**config.mk**
```make
export PLATFORM = sky130hd
export DESIGN_NAME = metropolis_nearest_point_walk
export DESIGN_NICKNAME = d
export VERILOG_FILES = /design/src/sv/mnpw_pkg.sv /design/src/sv/metropolis_nearest_point_walk.sv /design/src/sv/mnpw_ram.sv /design/src/sv/mnpw_mul.sv /design/src/sv/mnpw_sqrt.sv
export SDC_FILE = /design/constraint.sdc
export NUM_CORES = 2
export LEC_CHECK = 0
export CORE_MARGIN = 8
export CORE_UTILIZATION = 60
export DETAILED_ROUTE_END_ITERATION = 8
export DONT_BUFFER_PORTS = 1
export MAX_ROUTING_LAYER = met4
export PLACE_DENSITY = 0.76
export SYNTH_ARGS = -nofsm -noshare
export SYNTH_HDL_FRONTEND = slang
export SYNTH_SLANG_ARGS = --single-unit
```
**constraint.sdc**
```tcl
create_clock -name clk_i -period 13.85 [get_ports clk_i]
set_clock_uncertainty 0.05 [all_clocks]
set_input_delay 1.385 -clock clk_i [delete_from_list [all_inputs] [get_ports clk_i]]
set_output_delay 1.385 -clock clk_i [all_outputs]
set_load 0.02 [all_outputs]
```
**src/sv/mnpw_pkg.sv**
```systemverilog
// mnpw_pkg: widths, codes and shared types for the nearest-point walk block
// no dependencies; imported by every module of the block except mnpw_ram
package mnpw_pkg;

  // sizes fixed by the request fields
  localparam int MaxPointsDef = 64;
  localparam int CoordW       = 16;
  localparam int DistW        = 17;
  localparam int SqW          = 2 * DistW;
  localparam int MulW         = 17;
  localparam int BetaW        = 16;
  localparam int OpW          = 2;
  localparam int IdxW         = 6;
  localparam int CfgIdxW      = 2;
  localparam int CfgW         = 17;
  localparam int NumPtsW      = 7;

  // configuration reset values
  localparam logic [NumPtsW-1:0] NumPtsReset = NumPtsW'(42);
  localparam logic [DistW-1:0]   CapReset    = {DistW{1'b1}};

  // request operations
  typedef enum logic [OpW-1:0] {
    OpLoad    = 2'd0,
    OpStart   = 2'd1,
    OpPropose = 2'd2
  } op_e;

  // configuration register indexes
  typedef enum logic [CfgIdxW-1:0] {
    RegNumPoints = 2'd0,
    RegDistCap   = 2'd1
  } cfg_reg_e;

  // status of the square root unit
  typedef struct packed {
    logic busy;
    logic done;
  } sqrt_stat_t;

endpackage

```
**src/sv/metropolis_nearest_point_walk.sv**
```systemverilog
// metropolis_nearest_point_walk: point store, nearest distance scan and walk decision
// depends on mnpw_pkg, mnpw_ram, mnpw_mul and mnpw_sqrt
//
//  channel   handshake          payload
//  request   start_i / busy_o   operation_i point_index_i coord_x_i coord_y_i beta_i
//  result    done_o (strobe)    walk_x_o walk_y_o walk_distance_o accepted_o
//  config    cfg_we_i           cfg_idx_i cfg_wdata_i
//
// a load request is stored in the cycle it is taken and keeps busy_o low.
// a start or propose request scans n points, n = num_points capped at MaxPoints:
// per point the shared multiplier squares dx and dy (states SSqx, SSqy, SAcc), then
// the bit-serial square root produces one root bit per cycle; a proposal that needs
// the beta product adds the SDec state.
// busy_o is high while a request is worked on; done_o marks one result cycle.
// reset is asynchronous and active low; the point store has no reset.
// the receiver cannot stall, so results are never held back.
module metropolis_nearest_point_walk import mnpw_pkg::*; #(
  parameter int MaxPoints = MaxPointsDef
) (
  input  logic                       clk_i,
  input  logic                       rst_ni,
  input  logic                       start_i,
  output logic                       busy_o,
  input  logic [OpW-1:0]             operation_i,
  input  logic [IdxW-1:0]            point_index_i,
  input  logic signed [CoordW-1:0]   coord_x_i,
  input  logic signed [CoordW-1:0]   coord_y_i,
  input  logic [BetaW-1:0]           beta_i,
  input  logic                       cfg_we_i,
  input  logic [CfgIdxW-1:0]         cfg_idx_i,
  input  logic [CfgW-1:0]            cfg_wdata_i,
  output logic                       done_o,
  output logic signed [CoordW-1:0]   walk_x_o,
  output logic signed [CoordW-1:0]   walk_y_o,
  output logic [DistW-1:0]           walk_distance_o,
  output logic                       accepted_o
);

  localparam int AddrW = $clog2(MaxPoints);
  localparam int CntW  = $clog2(MaxPoints + 1);

  typedef enum logic [2:0] {
    SIdle,
    SSqx,
    SSqy,
    SAcc,
    SRootGo,
    SRootWait,
    SCand,
    SDec
  } state_e;

  state_e state_q;

  // configuration
  logic [NumPtsW-1:0] cfg_num_q;
  logic [DistW-1:0]   cfg_cap_q;

  // request context
  op_e                op_q;
  logic [CoordW-1:0]  pos_x_q;
  logic [CoordW-1:0]  pos_y_q;
  logic [BetaW-1:0]   beta_q;
  logic [CntW-1:0]    idx_q;
  logic [CntW-1:0]    lim_q;
  logic [SqW-1:0]     min_sq_q;
  logic [SqW-1:0]     sqx_q;
  logic [MulW-1:0]    ay_q;
  logic [DistW-1:0]   cand_q;

  // walk state and result
  logic [CoordW-1:0]  cur_x_q;
  logic [CoordW-1:0]  cur_y_q;
  logic [DistW-1:0]   cur_dist_q;
  logic               done_q;
  logic               accepted_q;

  // ram and shared unit hookup
  logic                ram_we;
  logic [AddrW-1:0]    ram_waddr;
  logic                ram_re;
  logic [AddrW-1:0]    ram_raddr;
  logic [2*CoordW-1:0] ram_rdata;
  logic [MulW-1:0]     mul_a;
  logic [MulW-1:0]     mul_b;
  logic [2*MulW-1:0]   mul_prod;
  sqrt_stat_t          sq_stat;
  logic [DistW-1:0]    sq_root;

  // request decode
  logic               req_take;
  logic               req_walk;
  logic [CntW-1:0]    num_lim;
  logic [CntW-1:0]    idx_nxt;
  logic               scan_last;
  logic [MulW-1:0]    dx;
  logic [MulW-1:0]    dy;
  logic [MulW-1:0]    ax;
  logic [MulW-1:0]    ay;
  logic [SqW-1:0]     dist_sq;
  logic               take_now;
  logic               take_dec;

  assign busy_o   = (state_q != SIdle);
  assign req_take = start_i && !busy_o;
  assign req_walk = req_take && (op_e'(operation_i) == OpStart ||
                                 op_e'(operation_i) == OpPropose);

  // point count limited to the store depth
  always_comb begin
    if (int'(cfg_num_q) > MaxPoints) begin
      num_lim = CntW'(MaxPoints);
    end else begin
      num_lim = CntW'(cfg_num_q);
    end
  end

  assign idx_nxt   = idx_q + 1'b1;
  assign scan_last = (idx_nxt == lim_q);

  // point store access
  always_comb begin
    ram_we    = req_take && op_e'(operation_i) == OpLoad &&
                (int'(point_index_i) < MaxPoints);
    ram_waddr = AddrW'(point_index_i);
    ram_re    = 1'b0;
    ram_raddr = '0;
    if (state_q == SIdle) begin
      ram_re = req_walk;
    end else if (state_q == SAcc) begin
      ram_re    = !scan_last;
      ram_raddr = idx_nxt[AddrW-1:0];
    end
  end

  mnpw_ram #(
    .Width (2 * CoordW),
    .Depth (MaxPoints)
  ) u_points (
    .clk_i   (clk_i),
    .we_i    (ram_we),
    .waddr_i (ram_waddr),
    .wdata_i ({coord_x_i, coord_y_i}),
    .re_i    (ram_re),
    .raddr_i (ram_raddr),
    .rdata_o (ram_rdata)
  );

  // absolute coordinate differences of the point just read
  always_comb begin
    dx = {ram_rdata[2*CoordW-1], ram_rdata[2*CoordW-1:CoordW]} -
         {pos_x_q[CoordW-1], pos_x_q};
    dy = {ram_rdata[CoordW-1], ram_rdata[CoordW-1:0]} -
         {pos_y_q[CoordW-1], pos_y_q};
    ax = dx[MulW-1] ? (~dx + 1'b1) : dx;
    ay = dy[MulW-1] ? (~dy + 1'b1) : dy;
  end

  // shared multiplier operand select
  always_comb begin
    case (state_q)
      SSqx: begin
        mul_a = ax;
        mul_b = ax;
      end
      SSqy: begin
        mul_a = ay_q;
        mul_b = ay_q;
      end
      default: begin
        mul_a = MulW'(beta_q);
        mul_b = MulW'(cur_dist_q);
      end
    endcase
  end

  mnpw_mul u_mul (
    .clk_i  (clk_i),
    .a_i    (mul_a),
    .b_i    (mul_b),
    .prod_o (mul_prod)
  );

  mnpw_sqrt u_sqrt (
    .clk_i   (clk_i),
    .rst_ni  (rst_ni),
    .start_i (state_q == SRootGo),
    .value_i (min_sq_q),
    .stat_o  (sq_stat),
    .root_o  (sq_root)
  );

  // squared distance of the current point and the acceptance tests
  assign dist_sq  = sqx_q + SqW'(mul_prod);
  assign take_now = (op_q == OpStart) || (cand_q >= cur_dist_q);
  assign take_dec = SqW'(mul_prod) <= SqW'({cand_q, {BetaW{1'b0}}});

  // configuration registers
  always_ff @(posedge clk_i or negedge rst_ni) begin
    if (!rst_ni) begin
      cfg_num_q <= NumPtsReset;
      cfg_cap_q <= CapReset;
    end else if (cfg_we_i) begin
      case (cfg_reg_e'(cfg_idx_i))
        RegNumPoints: cfg_num_q <= cfg_wdata_i[NumPtsW-1:0];
        RegDistCap:   cfg_cap_q <= cfg_wdata_i[DistW-1:0];
        default: ;
      endcase
    end
  end

  // request context, no reset needed
  always_ff @(posedge clk_i) begin
    if (req_walk) begin
      op_q     <= op_e'(operation_i);
      pos_x_q  <= coord_x_i;
      pos_y_q  <= coord_y_i;
      beta_q   <= beta_i;
      lim_q    <= num_lim;
      min_sq_q <= '1;
    end
    if (state_q == SSqx) begin
      ay_q <= ay;
    end
    if (state_q == SSqy) begin
      sqx_q <= SqW'(mul_prod);
    end
    if (state_q == SAcc && dist_sq < min_sq_q) begin
      min_sq_q <= dist_sq;
    end
    if (state_q == SRootWait && sq_stat.done) begin
      cand_q <= (sq_root < cfg_cap_q) ? sq_root : cfg_cap_q;
    end
  end

  // sequencer, walk state and result strobe
  always_ff @(posedge clk_i or negedge rst_ni) begin
    if (!rst_ni) begin
      state_q    <= SIdle;
      idx_q      <= '0;
      cur_x_q    <= '0;
      cur_y_q    <= '0;
      cur_dist_q <= '0;
      done_q     <= 1'b0;
      accepted_q <= 1'b0;
    end else begin
      done_q <= 1'b0;
      case (state_q)
        SIdle: begin
          if (req_walk) begin
            idx_q   <= '0;
            state_q <= (num_lim == '0) ? SRootGo : SSqx;
          end
        end
        SSqx: state_q <= SSqy;
        SSqy: state_q <= SAcc;
        SAcc: begin
          idx_q   <= idx_nxt;
          state_q <= scan_last ? SRootGo : SSqx;
        end
        SRootGo: state_q <= SRootWait;
        SRootWait: begin
          if (sq_stat.done) begin
            state_q <= SCand;
          end
        end
        SCand: begin
          if (take_now) begin
            cur_x_q    <= pos_x_q;
            cur_y_q    <= pos_y_q;
            cur_dist_q <= cand_q;
            accepted_q <= 1'b1;
            done_q     <= 1'b1;
            state_q    <= SIdle;
          end else begin
            state_q <= SDec;
          end
        end
        SDec: begin
          if (take_dec) begin
            cur_x_q    <= pos_x_q;
            cur_y_q    <= pos_y_q;
            cur_dist_q <= cand_q;
          end
          accepted_q <= take_dec;
          done_q     <= 1'b1;
          state_q    <= SIdle;
        end
        default: state_q <= SIdle;
      endcase
    end
  end

  assign done_o          = done_q;
  assign walk_x_o        = cur_x_q;
  assign walk_y_o        = cur_y_q;
  assign walk_distance_o = cur_dist_q;
  assign accepted_o      = accepted_q;

  // a result only ends a busy stretch
  a_done_after_busy: assert property (@(posedge clk_i) disable iff (!rst_ni)
    done_o |-> $past(busy_o))
    else $error("result strobe without preceding busy cycle");

  // a walk request always occupies the block
  a_walk_goes_busy: assert property (@(posedge clk_i) disable iff (!rst_ni)
    (start_i && !busy_o && (operation_i == OpStart || operation_i == OpPropose))
      |=> busy_o)
    else $error("walk request did not set busy");

  // a start position is always taken
  a_start_taken: assert property (@(posedge clk_i) disable iff (!rst_ni)
    (done_o && op_q == OpStart) |-> accepted_o)
    else $error("start position not taken");

  // a rejected proposal leaves the walk untouched
  a_reject_holds: assert property (@(posedge clk_i) disable iff (!rst_ni)
    (done_o && !accepted_o) |->
      ($stable(walk_x_o) && $stable(walk_y_o) && $stable(walk_distance_o)))
    else $error("rejected proposal changed the walk state");

  // the square root only runs inside a walk request
  a_root_in_request: assert property (@(posedge clk_i) disable iff (!rst_ni)
    sq_stat.busy |-> busy_o)
    else $error("square root running while idle");

endmodule

```
**src/sv/mnpw_ram.sv**
```systemverilog
// mnpw_ram: generic single write port, single read port ram with registered read
// no dependencies
module mnpw_ram #(
  parameter int Width = 32,
  parameter int Depth = 64
) (
  input  logic                     clk_i,
  input  logic                     we_i,
  input  logic [$clog2(Depth)-1:0] waddr_i,
  input  logic [Width-1:0]         wdata_i,
  input  logic                     re_i,
  input  logic [$clog2(Depth)-1:0] raddr_i,
  output logic [Width-1:0]         rdata_o
);

  logic [Width-1:0] mem_q [Depth];
  logic [Width-1:0] rdata_q;

  // write port
  always_ff @(posedge clk_i) begin
    if (we_i) begin
      mem_q[waddr_i] <= wdata_i;
    end
  end

  // registered read port
  always_ff @(posedge clk_i) begin
    if (re_i) begin
      rdata_q <= mem_q[raddr_i];
    end
  end

  assign rdata_o = rdata_q;

endmodule

```
**src/sv/mnpw_mul.sv**
```systemverilog
// mnpw_mul: shared unsigned multiplier with registered product
// depends on mnpw_pkg for operand widths
module mnpw_mul import mnpw_pkg::*; (
  input  logic              clk_i,
  input  logic [MulW-1:0]   a_i,
  input  logic [MulW-1:0]   b_i,
  output logic [2*MulW-1:0] prod_o
);

  logic [2*MulW-1:0] prod_q;

  // one product per cycle, registered
  always_ff @(posedge clk_i) begin
    prod_q <= (2*MulW)'(a_i) * (2*MulW)'(b_i);
  end

  assign prod_o = prod_q;

endmodule

```
**src/sv/mnpw_sqrt.sv**
```systemverilog
// mnpw_sqrt: bit-serial integer square root, one root bit per cycle
// depends on mnpw_pkg for widths and the status struct
module mnpw_sqrt import mnpw_pkg::*; (
  input  logic             clk_i,
  input  logic             rst_ni,
  input  logic             start_i,
  input  logic [SqW-1:0]   value_i,
  output sqrt_stat_t       stat_o,
  output logic [DistW-1:0] root_o
);

  localparam int RemW = DistW + 1;
  localparam int CntW = $clog2(DistW);

  logic [SqW-1:0]   val_q;
  logic [RemW-1:0]  rem_q;
  logic [DistW-1:0] root_q;
  logic [CntW-1:0]  cnt_q;
  logic             run_q;
  logic             done_q;

  logic [RemW+1:0]  rem_sh;
  logic [RemW+1:0]  trial;
  logic             fits;

  // one restoring step on the next bit pair
  always_comb begin
    rem_sh = {rem_q, val_q[SqW-1 -: 2]};
    trial  = {1'b0, root_q, 2'b01};
    fits   = rem_sh >= trial;
  end

  // iteration control
  always_ff @(posedge clk_i or negedge rst_ni) begin
    if (!rst_ni) begin
      run_q  <= 1'b0;
      done_q <= 1'b0;
      cnt_q  <= '0;
    end else begin
      done_q <= 1'b0;
      if (start_i) begin
        run_q <= 1'b1;
        cnt_q <= '0;
      end else if (run_q) begin
        cnt_q <= cnt_q + 1'b1;
        if (cnt_q == CntW'(DistW - 1)) begin
          run_q  <= 1'b0;
          done_q <= 1'b1;
        end
      end
    end
  end

  // datapath
  always_ff @(posedge clk_i) begin
    if (start_i) begin
      val_q  <= value_i;
      rem_q  <= '0;
      root_q <= '0;
    end else if (run_q) begin
      val_q <= {val_q[SqW-3:0], 2'b00};
      if (fits) begin
        rem_q  <= RemW'(rem_sh - trial);
        root_q <= {root_q[DistW-2:0], 1'b1};
      end else begin
        rem_q  <= RemW'(rem_sh);
        root_q <= {root_q[DistW-2:0], 1'b0};
      end
    end
  end

  assign stat_o.busy = run_q;
  assign stat_o.done = done_q;
  assign root_o      = root_q;

endmodule

```
After elaboration in Yosys (flattened, before gate mapping). Memory sizes are Yosys's and may differ from the RTL's. A register that Yosys moved wholly into a read port is not among the register bits. Cells that the tools add are included.

Magnitude comparators: 6. Reductions and logical operators: 24. Bitwise logic cells: 2. $add $sub $neg: 8. Multiplexer cells: 47. Multiply operators: 1. Equal/unequal tests: 17.

Operators by type and width (count): 34-bit 2-to-1 mux (4); 17-bit case mux with 2 select lines (3); 16-bit 2-to-1 mux (5); 17-bit 2-to-1 mux (4); 16-bit case mux with 2 select lines (2); 17-bit by 1-bit adder with 17-bit output (second input constant) (2); 34-bit adder (1); 34-bit by 33-bit <= comparator with 1-bit output (1); 34-bit less-than comparator (1); 17-bit by 17-bit multiplier with 34-bit output (1); 17-bit inverter (2); 16-bit by 16-bit subtractor with 17-bit output (2); 3-bit case mux with 8 select lines (1); 20-bit by 19-bit >= comparator with 1-bit output (1); 18-bit 2-to-1 mux (1); 18-bit subtractor (1); 17-bit >= comparator (1); 17-bit less-than comparator (1); 3-bit 2-to-1 mux (5); 7-bit 2-to-1 mux (2); 7-bit case mux with 2 select lines (1); 1-bit 2-to-1 mux (13); 3-bit equality test (second input constant) (4); 6-bit 2-to-1 mux (2); other kinds (23) (44).

Bits in writable memories: 2048. Register bits: 354. Memories kept: 1. Output and inout port bits: 52. Logic and storage cells: 132.

Memory list: u_points.mem_q (depth 64, bits a word 32, read ports 1, clocked after Yosys merged registers in 1, wr ports 1, line mnpw_ram.sv:16) `logic [Width-1:0] mem_q [Depth];`.

Logic depth before layout (Yosys ltp).
Depth in word-level cells: 6. Depth in mapped cells: 38. Depth with buffers taken out: 36.

By module. From an unflattened synthesis, not the netlist that was laid out.

Cells, all modules: 6282. Area, all modules: 108541.6 sq um.

By module, submodules not included: mnpw_ram (times used 1, cells an instance 3324, sequential area each 62459.9 sq um, area each 78835.6 sq um); metropolis_nearest_point_walk (times used 1, cells an instance 1422, sequential area each 6926.6 sq um, area each 15401.0 sq um); mnpw_mul (times used 1, cells an instance 1159, sequential area each 680.7 sq um, area each 10301.1 sq um); mnpw_sqrt (times used 1, cells an instance 377, sequential area each 1896.8 sq um, area each 4003.8 sq um).

Worst setup path before layout. No wires, ideal clock.

Path kind: reg2reg. From: reg pos_x_q[0]. To: reg u_mul.prod_q[29] (netlist: u_mul.prod_o[29]). Data required time: 13728 ps. Path slack: 4952 ps. Data arrival time: 8775 ps. Library setup time: 72 ps. Stages on the path, launching flop included: 36. Path buffers: 2. Clock period less this slack: 8898 ps. Cell sequence: edfxtp_1 ha_1 fa_1 nand2b_1 a211oi_1 o311a_1 o211ai_1 a21oi_1 o31a_1 clkbuf_1 a21oi_1 xnor2_1 o21ai_1 buf_2 nand2_1 fa_1 inv_1 fa_1 inv_1 fa_1 fa_1 inv_1 fa_1 inv_1 fa_1 inv_1 ha_1 and3_1 and3_1 a211oi_1 o21ai_0 a2111oi_0 nor3_1 a21bo_2 a21oi_1 xnor2_1.

Word-level cells in the longest chain between the ends: 6.

Ends and longest elaborated chain: start: declaration (line metropolis_nearest_point_walk.sv:61) `logic [CoordW-1:0] pos_x_q;`; start signal: assignment (line metropolis_nearest_point_walk.sv:216) `pos_x_q <= coord_x_i;`; 16-bit by 16-bit subtractor with 17-bit output (*) (line metropolis_nearest_point_walk.sv:151) `dx = {ram_rdata[2*CoordW-1], ram_rdata[2*CoordW-1:CoordW]} -`; 17-bit inverter (line metropolis_nearest_point_walk.sv:155) `ax = dx[MulW-1] ? (~dx + 1'b1) : dx;`; 17-bit by 1-bit adder with 17-bit output (line metropolis_nearest_point_walk.sv:155); 17-bit 2-to-1 mux (*) (line metropolis_nearest_point_walk.sv:155); 17-bit case mux with 2 select lines (line metropolis_nearest_point_walk.sv:161) `case (state_q)`; 17-bit by 17-bit multiplier with 34-bit output (*) (line mnpw_mul.sv:14) `prod_q <= (2*MulW)'(a_i) * (2*MulW)'(b_i);`; end signal: assignment (line mnpw_mul.sv:14); end: declaration (line mnpw_mul.sv:10) `logic [2*MulW-1:0] prod_q;`.

Mark *: on every way between the ends. The rest lies on a longest branch, timed or not. A chain may end at the register's enable or synchronous reset.

Worst setup path in the final report. Ends and elaborated chain as after synthesis.

==> flow_summary.toml <==
[global_routing]
grt_max_degree = 177
grt_pass1_wl_um = 462000
antenna_found_initial = 17
grt_overflow = 0
grt_pass1_vias = 71054
grt_usage_pct = 32.0

[yosys]
ys_ff_latch = 2434
synth_area_sq_um = 111000
synth_ff_type = "edfxtp_1"
synthCells = 8628
synth_edf_count = 2273
synth_cell_types = 86
synth_nets = 9215
synth.yosys.seq_area_share_pct = 65.0
synth-async-reset-ratio_pct = 3.78
ys_warn_count = 0
synth_area_per_cell_sq_um = 12.8

[worst_setup_path]
required_ns = 14.59
crit_fanout = 22
r2r-start = "pos_x_q[0]"
worst_path_max_delay_cell = "a221o_1"
crit_start = "pos_x_q[0]"
cp.arrival_ns = 11.37
crit_top_cell = "fa_1"
crit_path_max_incr_delay_ns = 0.75
worstSetupStartpointType = "flop"
end_kind = "flop"
path_class = "flop to flop"

[timing]
finalSetupTns_ns = 0
slew_headroom_pct = 9.21
max_freq_ghz = 0.0941
rsz0062_at_grt = "false"
finalSetupViolations = 0
slew_viol_final = 0
hold_viol_final = 0
worstMarginPinSlew_ns = 1.36
postLayoutSetupSlackWorst_ns = 3.22
post-route-period-util_pct = 76.7
layout_min_cycle_time_ns = 10.63

[clock_network]
cts_made_buffers = 229
cts_buffer_depth = 3
cts_resized = 0
clkSinkCount = 2434
root_buffer = "clkbuf_16"
clkTransAtPathRegs_ns = 0.07
postCtsHoldBufs = 0
cts_tree = "built"
cts_setup_buffers = 0
htree_levels = 4
clkLatencyLatePin_ns = 0.90

[hold_path]
hold_path_class = "input port to asynchronous set/reset pin"

[cells_and_area]
final_cell_mix = "2273 x edfxtp_1, 1471 x nand2_1, 740 x nand3_1, 439 x inv_1, 281 x ha_1"
nNetsFinal = 9062
area_growth_pct = 9.59
drive_above_1_share_pct = 7.96
stdcell_count = 11142
final_common_cell = "edfxtp_1"

[floorplan]
rows = 157
core-area_sq_um = 183000
fp.dieW_um = 445
initial_core_util_pct = 60.4
fp.dieH_um = 445
dieArea_sq_um = 198000
ioPinCount = 131

[route]
via_count = 73750
drc = 0
wl_um = 317000
dr.pass1.iters = 6
ant_nets = 0
routed_via_density = 6.62
drt_iter0_drc = 10699
wl_per_cell_um = 28.4

[place]
placedCellCount = 10708
dp_slack_ns = 3.37
hpwl_um = 183000
place_congestion = 0.952
port_buffers = 0

[job]
cap_violations = 0

[run_status]
run_status = "finished clean"
[through the flow]
step	area [sq um]	hold WS [ns]	util (%)
2_1_floorplan	111000	0.376	-
3_3_place_gp	114000	0.403	62.1
3_5_place_dp	114000	0.415	62.1
4_1_cts	121000	0.0839	66.2
5_1_grt	121000	0.111	66.2
6_report	121000	0.157	66.2
[Yosys cell counts (95+ instances only)]
library cell / n / area share, %
mux2i_1: 210 / 1.9
nor2_1: 184 / 0.62
edfxtp_1: 2273 / 62
o221ai_1: 116 / 0.92
inv_1: 440 / 1.5
a21oi_1: 228 / 1.0
a311oi_1: 164 / 1.3
or3_1: 134 / 0.76
nand3_1: 742 / 3.4
nand2_1: 1475 / 5.0
nor3_1: 143 / 0.65
ha_1: 281 / 3.2
a31oi_1: 95 / 0.54
clkbuf_1: 433 / 1.5
o211ai_1: 121 / 0.82
fa_1: 227 / 4.1
o21ai_0: 198 / 0.90
[critical path, delay by kind of cell (launching register included)]
| family | cells | cell delay [ns] |
|---|---|---|
| XOR/XNOR | 1 | 0.14 |
| flip-flops | 1 | 0.39 |
| AND/OR/NAND/NOR | 7 | 1.39 |
| adder cells (fa/ha/maj) | 9 | 4.05 |
| buffers and inverters | 5 | 0.25 |
| AO/OA/AOI/OAI | 11 | 4.30 |
[cell families after synthesis]
family                   count (synthesis)  synth area share (%)
flip-flops                            2434                  65.0
AO/OA/AOI/OAI                         1335                  8.61
XOR/XNOR                               131                  1.04
adder cells (fa/ha/maj)                508                  7.28
AND/OR/NAND/NOR                       2971                  12.1
multiplexers                           270                  2.51
buffers and inverters                  979                  3.41
[state kept, by name (all words and copies together) (netlist names), 18 cells and up]
register,cells
u_sqrt.val_q,34
u_sqrt.rem_q,18
u_points.mem_q,2048
sqx_q,34
u_points.rdata_o,32
min_sq_q,34
u_mul.prod_o,34
[final cells by class]
type,instances,area (sq um)
Multi-Input combinational cell,5215,35600
Clock inverter,131,1380
Inverter,442,1670
Fill cell,12778,61800
Tap cell,2464,3080
Clock buffer,293,6200
Antenna cell,10,25.0
Sequential cell,2434,72000
Timing Repair Buffer,153,1360
[metal layers]
layer	global-route usage (%)	wire, um	part of all wire (%)	vias to the layer above
met5	-	0	0	-
met4	14.8	17400	5.5	0
met3	7.12	38200	12	850
met2	47.7	143000	45	4748
met1	42.3	118000	37	36562
li1	-	-	-	31590
[path summary, 6_finish.rpt]
| path | endpoint | slack (ns) | cells past startpoint |
|---|---|---|---|
| min in group clk_i | walk_x_o[10] | 0.41 | 1 |
| min | walk_y_o[9] | 0.16 | 0 |
| max in group asynchronous | walk_x_o[11] | 13.32 | 0 |
| min reg2reg | walk_x_o[10] | 0.41 | 1 |
| max reg2reg | u_mul.prod_o[29] | 3.22 | 33 |
| max | u_mul.prod_o[29] | 3.22 | 33 |
Power is left out: the tool's default activity adds up to more than one toggle a clock period on the data nets, which glitch-free logic cannot reach.
